$ cat src/hw/rtl/irot_pkg.sv
// Shared types, request codes and widths for the interrupt redirect owner table.
package irot_pkg;

  localparam int NumVectorsDef = 256;

  localparam int TypeW    = 2;
  localparam int VectorW  = 8;
  localparam int HandlerW = 64;
  localparam int OwnerW   = 32;

  localparam logic [TypeW-1:0] REQ_SET    = 2'd0;
  localparam logic [TypeW-1:0] REQ_CLEAR  = 2'd1;
  localparam logic [TypeW-1:0] REQ_LOOKUP = 2'd2;

  // Controller to datapath
  typedef struct packed {
    logic init_wr;   // zero both memories at sweep index after reset
    logic accept;    // request word taken this cycle
    logic sweep_rd;  // issue owner read at sweep index
    logic load_out;  // finish request, load result register
  } cmd_t;

  // Datapath to controller
  typedef struct packed {
    logic is_clear;   // latched request is a clear
    logic sweep_last; // sweep index at the last vector
    logic out_free;   // result register can take a word
  } sts_t;

endpackage

$ cat src/hw/rtl/irot_ctrl.sv
// Request sequencer: clearing pass after reset, single pass for set, lookup or unused codes, or full clear sweep.
module irot_ctrl (
  input  logic           clk,
  input  logic           rst,
  input  logic           in_valid,
  output logic           in_ready,
  input  logic           in_is_clear,
  input  irot_pkg::sts_t sts,
  output irot_pkg::cmd_t cmd
);

  typedef enum logic [2:0] {
    ST_INIT,
    ST_IDLE,
    ST_EXEC,
    ST_SWEEP,
    ST_FLUSH
  } state_t;

  state_t state;

  assign in_ready = (state == ST_IDLE);

  always_comb begin
    cmd          = '0;
    cmd.init_wr  = (state == ST_INIT);
    cmd.accept   = (state == ST_IDLE) & in_valid;
    cmd.sweep_rd = (state == ST_SWEEP);
    cmd.load_out = ((state == ST_EXEC) || (state == ST_FLUSH)) & sts.out_free;
  end

  always_ff @(posedge clk) begin
    if (rst) begin
      state <= ST_INIT;
    end else begin
      case (state)
        ST_INIT: begin
          if (sts.sweep_last) state <= ST_IDLE;
        end
        ST_IDLE: begin
          if (in_valid) state <= in_is_clear ? ST_SWEEP : ST_EXEC;
        end
        ST_EXEC: begin
          if (sts.out_free) state <= ST_IDLE;
        end
        ST_SWEEP: begin
          if (sts.sweep_last) state <= ST_FLUSH;
        end
        ST_FLUSH: begin
          // last compare retires on entry to this state
          if (sts.out_free) state <= ST_IDLE;
        end
        default: state <= ST_IDLE;
      endcase
    end
  end

  a_cmd_exclusive: assert property (@(posedge clk) disable iff (rst)
    $onehot0({cmd.init_wr, cmd.accept, cmd.sweep_rd, cmd.load_out}))
    else $error("overlapping datapath commands");

  a_sweep_ends: assert property (@(posedge clk) disable iff (rst)
    (state == ST_SWEEP && sts.sweep_last) |=> (state == ST_FLUSH))
    else $error("sweep did not end at last vector");

  a_flush_is_clear: assert property (@(posedge clk) disable iff (rst)
    (state == ST_SWEEP || state == ST_FLUSH) |-> sts.is_clear)
    else $error("sweep running for a non-clear request");

endmodule

$ cat config.mk
export PLATFORM = sky130hd
export DESIGN_NAME = irot_ctrl
export DESIGN_NICKNAME = d
export VERILOG_FILES = /design/src/hw/rtl/irot_pkg.sv /design/src/hw/rtl/irot_ctrl.sv
export SDC_FILE = /design/constraint.sdc
export NUM_CORES = 1
export LEC_CHECK = 0
export BUFFER_PORTS_ARGS = -buffer_cell sky130_fd_sc_hd__clkbuf_2
export CAP_MARGIN = 20
export CORE_AREA = 2 2 39 41
export CTS_BUF_LIST = sky130_fd_sc_hd__clkbuf_8
export CTS_CLUSTER_DIAMETER = 40
export CTS_CLUSTER_SIZE = 28
export DETAILED_ROUTE_END_ITERATION = 10
export DIE_AREA = 0 0 41 43
export GPL_ROUTABILITY_DRIVEN = 0
export MAX_ROUTING_LAYER = met4
export PLACE_DENSITY_LB_ADDON = 0.1
export SETUP_SLACK_MARGIN = 0.2
export SKIP_CTS_REPAIR_TIMING = 1
export SLEW_MARGIN = 20
export SYNTH_ARGS = -nofsm -noshare
export SYNTH_HDL_FRONTEND = slang
export SYNTH_SLANG_ARGS = --single-unit
$ cat constraint.sdc
create_clock -name clk -period 1.4 [get_ports clk]
set_clock_uncertainty 0.2 [all_clocks]
set_input_delay 0.28 -clock clk [delete_from_list [all_inputs] [get_ports clk]]
set_output_delay 0.28 -clock clk [all_outputs]
set_load 0.1 [all_outputs]
==> results.md, run 1 <==
- Minimum clock period: 1.64 ns
- Reg with most FFs: state
- Leakage: 0.244 nW
- First-pass GRT wire length: 1070 um
- Synth Area in Adders: 0
- Flop pwr share: 0.179
- Total number of vias: 265
- Avg Inst Size Synth: 8.96 sq um
- Routed vias/inst: 4.27
- CTS buffer count: 3
- 1st-iter DRT viols: 0
- Clk sinks: 3
- Synth Cell Area: 224 sq um
- Dpl hpwl: 507 um
- CP Capture Type: primary output
- TritonRoute pass-1 iters: 1
- Slew of the pin with the lowest slew margin: 0.330 ns
- Seq/Total Area, Yosys: 0.268
- Gr ovfl total: 0
- Seq cells post-synth: 3
- Fin worst setup slack: -0.238 ns
- Most frequent cells in the layout: buf_4 (6), clkbuf_2 (5), buf_12 (5)
- Most common cell after layout, fill and taps aside: buf_4
- CTS tree: done
- Hold Crit Class: in2reg
- CP startpoint kind: flop
- Total wire length: 681 um
- Chip width: 41 um
- Vias in the first global route: 240
- Worst-skew pair later-pin latency: 0.22 ns
- # rows: 14
- Net load switching power: 0.204 mW
- Antenna cells: 0
- Fin. Hold Viols: 0
- Power share of the clock group: 0.423
- Fillers: 131
- Xor/xnor share of the synthesized area: 0.0391
- Share of layout cells above drive strength 1: 0.783
- # IOs: 12
- Crit-path cells: buf_8, nor3b_4, buf_12
- Switch share: 0.347
- Core ar.: 1380 sq um
- Initial core utilization: 0.162
- Ratio of final minimum period to clock period: 1.17
- Root buffer cell: clkbuf_8
- CP arrival: 1.16 ns
- Largest net degree at the start of global routing: 9
- WL per Instance: 11.0 um
- Post-Synth Simple-Gate Area: 0.335
- Area Growth Syn to Fin: 160%
- Buffers on Ports: 10
- Count of cell types in the netlist: 15
- Unrepaired setup endpoints after global routing: yes
- Critical-path top delay cell: dfxtp_4
- Max reg flops: 3
- Initial antenna violation count: 0
- Setup CP Type: reg2out
- Clock buffer depth: 2
- Required @ worst endpoint: 0.92 ns
- Synth Net Count: 32
- Logic pwr share: 0.398
- Internal power: 0.384 mW
- Cell type group with the largest total delay on the critical path: flip-flops
- Max-cap violations: 0
- Largest regs: state: 3 flops
- Synth warnings: 0
- Compound-Gate Fraction of Synth Area: 0.201
- Die H: 43 um
- Die Footprint: 1760 sq um
- Relative slew slack: 0.779
- F_max: 611 MHz
- Dpl cell area: 475 sq um
- Crit-path max FO: 6
- Failing checks: negative setup slack
- ANT nets after route: 0
- Endpoints failing setup: 5
- Post-route DRC: 0
- Worst-path clk slew: 0.03 ns
- Total GRT Usage: 0.0966
- Post-Synthesis Cells: 25
- Final Cell Area: 583 sq um
- Setup_tns: -1.01 ns
- CP peak stage delay: 0.37 ns
- Mux cell area share after synthesis: 0
- Final nets: 54
- PD cells: 1010 nW/um^2
- Maximum VDD drop: 0.310 mV
- Buf/Inv on CP: 2
- Slew Limit Fails: 0
- CTS H-tree lvls: 1
- Post-layout util: 0.421
- Largest family of logic cells by synthesized area: simple AND/OR/NAND/NOR gates
- Outcome: complete, but fails checks
==> layer usage <==
metal	global-route usage	wire, um
met1	0.119	278
met4	0.0600	16
met2	0.131	357
met5	-	0
met3	0.0314	28
==> stage by stage <==
stage	hold WS, ns	power, mW	worst slack, ns	instances
after floorplan	0.141	0.252	-0.515	25
final	0.0479	0.588	-0.238	62
after CTS	0.0496	0.583	-0.398	60
after global placement	0.278	0.326	-0.155	56
after global routing	0.0563	0.614	-0.270	62
after detailed placement	0.279	0.328	-0.161	56
==> worst paths after layout <==
kind / start / end / slack [ns] / depth (start not counted)
min: rst / state[0] / 0.05 / 2
min reg2reg: state[2] / state[1] / 0.43 / 2
max: state[2] / in_ready / -0.24 / 3
max reg2reg: state[0] / state[0] / 0.02 / 3
==> Yosys cell counts (all sizes together) <==
library cell  instances  area (sq um)
xnor2                 1          8.76
and3b                 2          17.5
a2111oi               3          40.0
a21oi                 1          5.00
dfxtp                 3          60.1
nor3b                 2          15.0
buf                   2          22.5
clkbuf                1          5.00
nor3                  3          15.0
nand2                 1          3.75
and2b                 1          7.51
inv                   2          7.51
nor4b                 1          8.76
nor2                  2          7.51
==> kinds of logic after synthesis <==
logic type / Yosys count
flip-flops: 3
buffers and inverters: 5
AO/OA/AOI/OAI: 4
XOR/XNOR: 1
AND/OR/NAND/NOR: 12
==> cell type report <==
type | instances | area [sq um] | area share
multi-input cells | 17 | 220 | 0.378
repair buffers | 20 | 219 | 0.376
flip-flops and latches | 3 | 71.3 | 0.122
clock buffers | 3 | 41.3 | 0.0708
well taps | 16 | 20.0 | 0.0343
inverters | 2 | 7.51 | 0.0129
clock inverters | 1 | 3.75 | 0.00644
==> power groups by stage <==
stage	clock network, mW	logic [mW]	registers, mW
6_report	0.249	0.234	0.105
3_5_place_dp	0	0.221	0.107
5_1_grt	0.264	0.244	0.107
3_3_place_gp	0	0.219	0.107
4_1_cts	0.256	0.221	0.106
2_1_floorplan	0	0.157	0.0949
Note: power is estimated with default switching activity, not from simulation.
==> run 2, diff against run 1 <==
- CELL_PAD_IN_SITES_DETAIL_PLACEMENT: not set -> 1
- CELL_PAD_IN_SITES_GLOBAL_PLACEMENT: not set -> 1
==> run 2 against run 1 <==
  * The run still ends with negative setup slack left
  * Sequential share of layout area down 0.43 points
  * Cell area up 3.6%
  * Critical endpoint is now cmd[2]
  * Sequential power about the same
  * Largest cell class unchanged
  * Critical path depth unchanged
  * Highest routed layer unchanged
==> results.md, run 2 (synthesized netlist as in run 1, its figures left out) <==
- Internal power: 0.385 mW
- Critical-path top delay cell: dfxtp_4
- Failing checks: negative setup slack
- PD cells: 993 nW/um^2
- Worst r2r src: state[2]
- Ratio of final minimum period to clock period: 1.17
- Maximum VDD drop: 0.345 mV
- Slew of the pin with the lowest slew margin: 0.324 ns
- Switch share: 0.359
- Post-route DRC: 0
- Antenna cells: 0
- Flop pwr share: 0.176
- CTS buffer count: 3
- CP Capture Type: primary output
- Total number of vias: 273
- Total wire length: 852 um
- Relative slew slack: 0.784
- Root buffer cell: clkbuf_8
- Gr ovfl total: 0
- Fin worst setup slack: -0.232 ns
- First-pass GRT wire length: 1210 um
- Worst-skew pair later-pin latency: 0.22 ns
- Worst Min Path Start: rst
- Power share of the clock group: 0.414
- Slew Limit Fails: 0
- Routed vias/inst: 4.55
- Initial core utilization: 0.162
- Area Growth Syn to Fin: 170%
- Max reg flops: 3
- Buffers on Ports: 10
- Clock buffer depth: 2
- TritonRoute pass-1 iters: 2
- Reg with most FFs: state
- Fillers: 152
- Dpl cells: 54
- Core ar.: 1380 sq um
- Chip width: 41 um
- Die Footprint: 1760 sq um
- Setup CP Type: reg2out
- Non-Filler Instances: 60
- CP arrival: 1.15 ns
- 1st-iter DRT viols: 3
- Die H: 43 um
- F_max: 613 MHz
- CTS tree: done
- Initial antenna violation count: 0
- WL per Instance: 14.2 um
- Largest regs: state: 3 flops
- Clk sinks: 3
- Logic pwr share: 0.410
- Max-cap violations: 0
- Minimum clock period: 1.63 ns
- Share of layout cells above drive strength 1: 0.841
- CP peak stage delay: 0.37 ns
- ANT nets after route: 0
- Hold Crit Class: in2reg
- Required @ worst endpoint: 0.92 ns
- Crit-path max FO: 5
- Vias in the first global route: 310
- Leakage: 0.239 nW
- Total GRT Usage: 0.115
- Most frequent cells in the layout: clkbuf_2 (5), buf_12 (5), buf_6 (5)
- # IOs: 12
- # rows: 14
- Dpl hpwl: 605 um
- Largest net degree at the start of global routing: 9
- Outcome: complete, but fails checks
- Crit-path cells: buf_6, nor3_4, buf_12
- Endpoints failing setup: 5
- Post-layout util: 0.437
- Final nets: 52
- First element of the critical path: state[2]
- Unrepaired setup endpoints after global routing: yes
- CTS H-tree lvls: 1
- Net load switching power: 0.215 mW
- CP startpoint kind: flop
- Worst-path clk slew: 0.03 ns
- Fin. Hold Viols: 0
[run 2: worst max-delay path, delay by kind of cell (launching register included)]
| kind | cells | cell delay (ns) |
|---|---|---|
| flip-flops | 1 | 0.37 |
| buffers and inverters | 2 | 0.35 |
| AND/OR/NAND/NOR | 1 | 0.22 |
[run 2: power by group through the flow]
stage               clock network (mW)  registers, mW  logic (mW)
global route                     0.263          0.107       0.257
detailed placement                   0          0.109       0.213
CTS                              0.257          0.108       0.213
floorplan                            0         0.0949       0.157
finish                           0.249          0.105       0.246
global placement                     0          0.108       0.209
[run 2: metal layers]
metal | track usage | routed length, um | vias to the layer above
met4 | 0.120 | 19 | 0
met3 | 0.0314 | 27 | 2
li1 | - | - | 129
met2 | 0.166 | 479 | 7
met1 | 0.113 | 325 | 135
met5 | - | 0 | -
[run 2: area by class of cell]
type                            count  area [sq um]  area share
Multi-Input combinational cell     17           256       0.424
Timing Repair Buffer               18           204       0.337
Sequential cell                     3          71.3       0.118
Inverter                            2          7.51      0.0124
Tap cell                           16          20.0      0.0331
Clock buffer                        3          41.3      0.0683
Clock inverter                      1          3.75     0.00621
[run 2: worst paths after layout]
check | slack [ns] | to | cells after the start
max | -0.23 | cmd[2] | 3
min | 0.12 | state[0] | 2
max reg2reg | 0.01 | state[0] | 4
min reg2reg | 0.38 | state[1] | 2
[run 2: stage by stage]
step | TNS, ns | total power [mW] | hold slack [ns] | worst slack [ns] | instance area (sq um)
floorplan | -2.23 | 0.252 | 0.141 | -0.515 | 307
global placement | -0.853 | 0.317 | 0.277 | -0.206 | 460
detailed placement | -1.04 | 0.321 | 0.290 | -0.232 | 460
CTS | -2.22 | 0.578 | 0.0607 | -0.462 | 505
global route | -1.28 | 0.627 | 0.131 | -0.268 | 604
finish | -1.03 | 0.600 | 0.116 | -0.232 | 604
==> run 3, diff against run 2 <==
--- a/constraint.sdc
+++ b/constraint.sdc
@@ -4,2 +4,2 @@
 set_output_delay 0.28 -clock clk [all_outputs]
-set_load 0.1 [all_outputs]
+set_load 0.01 [all_outputs]
==> run 3 against run 2 <==
  * Via count shrank 8.4%
  * Worst setup slack gained 0.14 ns
  * Final cell count is the same
  * Largest power group unchanged
  * Clock power is essentially flat
  * Maximum frequency grew 9.6%
  * The flow still finishes with violations (negative setup slack)
  * Combinational power shrank 57%
  * First-iteration DRC count shrank 100%
  * Critical path depth is the same
  * Largest cell class unchanged
==> results.md, run 3 (synthesized netlist as in run 1, its figures left out) <==
- Outcome: complete, but fails checks
- Failing checks: negative setup slack
- Fillers: 155
- Clock buffer depth: 2
- Largest regs: state: 3 flops
- Worst-path clk slew: 0.03 ns
- Buffers on Ports: 10
- CTS tree: done
- Clk sinks: 3
- R2r worst-path depth: 4
- CP peak stage delay: 0.37 ns
- Hold Crit Class: in2reg
- Unrepaired setup endpoints after global routing: yes
- Initial antenna violation count: 0
- Area Growth Syn to Fin: 116%
- Max-cap violations: 0
- Most frequent cells in the layout: clkbuf_2 (5), buf_2 (5), buf_6 (4), buf_4 (4)
- Dpl hpwl: 489 um
- Antenna cells: 0
- Fin worst setup slack: -0.0896 ns
- CTS buffer count: 3
- CP Capture Type: primary output
- TritonRoute pass-1 iters: 1
- Ratio of final minimum period to clock period: 1.06
- WL per Instance: 11.7 um
- First-pass GRT wire length: 1040 um
- Root buffer cell: clkbuf_8
- Total Power: 0.457 mW
- Chip width: 41 um
- Minimum clock period: 1.49 ns
- First element of the critical path: state[0]
- Total GRT Usage: 0.0956
- Reg with most FFs: state
- Largest net degree at the start of global routing: 8
- Worst r2r src: state[1]
- Gr ovfl total: 0
- Initial core utilization: 0.162
- Place WS: 0.00838 ns
- CTS H-tree lvls: 1
- # rows: 14
- Post-route DRC: 0
- Critical-path top delay cell: dfxtp_4
- Routed vias/inst: 4.17
- Die Footprint: 1760 sq um
- CP arrival: 1.01 ns
- Slew of the pin with the lowest slew margin: 0.386 ns
- Final nets: 52
- Core ar.: 1380 sq um
- Crit-path max FO: 7
- CP startpoint kind: flop
- RR Endpoint: state[2]
- F_max: 671 MHz
- Required @ worst endpoint: 0.92 ns
- Total wire length: 701 um
- CP Capture Point: cmd[2]
- Setup CP Type: reg2out
- Leakage: 0.207 nW
- # IOs: 12
- Die H: 43 um
- Worst-skew pair later-pin latency: 0.22 ns
- Vias in the first global route: 245
- PD cells: 945 nW/um^2
- Reg2reg setup slack: 0.07 ns
- Max reg flops: 3
- Total number of vias: 250
- Crit-path cells: nand2_2, nor3_2, buf_2
- Share of layout cells above drive strength 1: 0.818
- Fin. Hold Viols: 0
- 1st-iter DRT viols: 0
- Maximum VDD drop: 0.210 mV
- Slew Limit Fails: 0
- Relative slew slack: 0.742
- Endpoints failing setup: 5
- ANT nets after route: 0
==> run 3: cell counts in the layout (fill, tap and decap cells not counted) <==
Identical to the previous run, type by type.
==> run 3: layout make-up <==
cell class	instances	area, sq um	share of cell area
inverter	2	7.51	0.0155
tap	16	20.0	0.0415
clock buffer	3	41.3	0.0855
multi-input combinational	17	214	0.443
sequential	3	71.3	0.148
timing repair buffer	18	125	0.259
clock inverter	1	3.75	0.00777
==> run 3: per-stage QoR <==
stage	setup TNS (ns)	area [sq um]	cells	hold slack, ns	util
global route	-0.594	483	60	0.120	0.349
floorplan	0	262	25	0.152	-
global placement	0	333	53	0.304	0.241
detailed placement	0	333	53	0.303	0.241
finish	-0.336	483	60	0.117	0.349
CTS	-1.05	378	57	0.0705	0.273
==> run 3: worst min path at each step <==
stage | startpoint | depth (start not counted) | endpoint
5_1_grt | rst | 2 | state[2]
2_1_floorplan | rst | 1 | state[2]
3_5_place_dp | rst | 2 | state[2]
6_report | rst | 2 | state[2]
4_1_cts | rst | 2 | state[2]
3_3_place_gp | rst | 2 | state[2]
==> run 3: power by group <==
group          internal, mW  switching, mW
clock                 0.187         0.0632
combinational        0.0588         0.0463
sequential           0.0896         0.0114
==> run 3: critical path, delay by kind of cell (launching register included) <==
kind | cells | cell delay [ns]
and+or+nand+nor | 2 | 0.26
buffers and inverters | 1 | 0.15
DFF | 1 | 0.37
==> run 3: per-layer routing <==
metal / vias to the layer above / track usage / part of all wire
met1: 111 / 0.0929 / 0.42
met2: 10 / 0.144 / 0.49
li1: 127 / - / -
met4: 0 / 0.100 / 0.024
met5: - / - / 0
met3: 2 / 0.0157 / 0.058
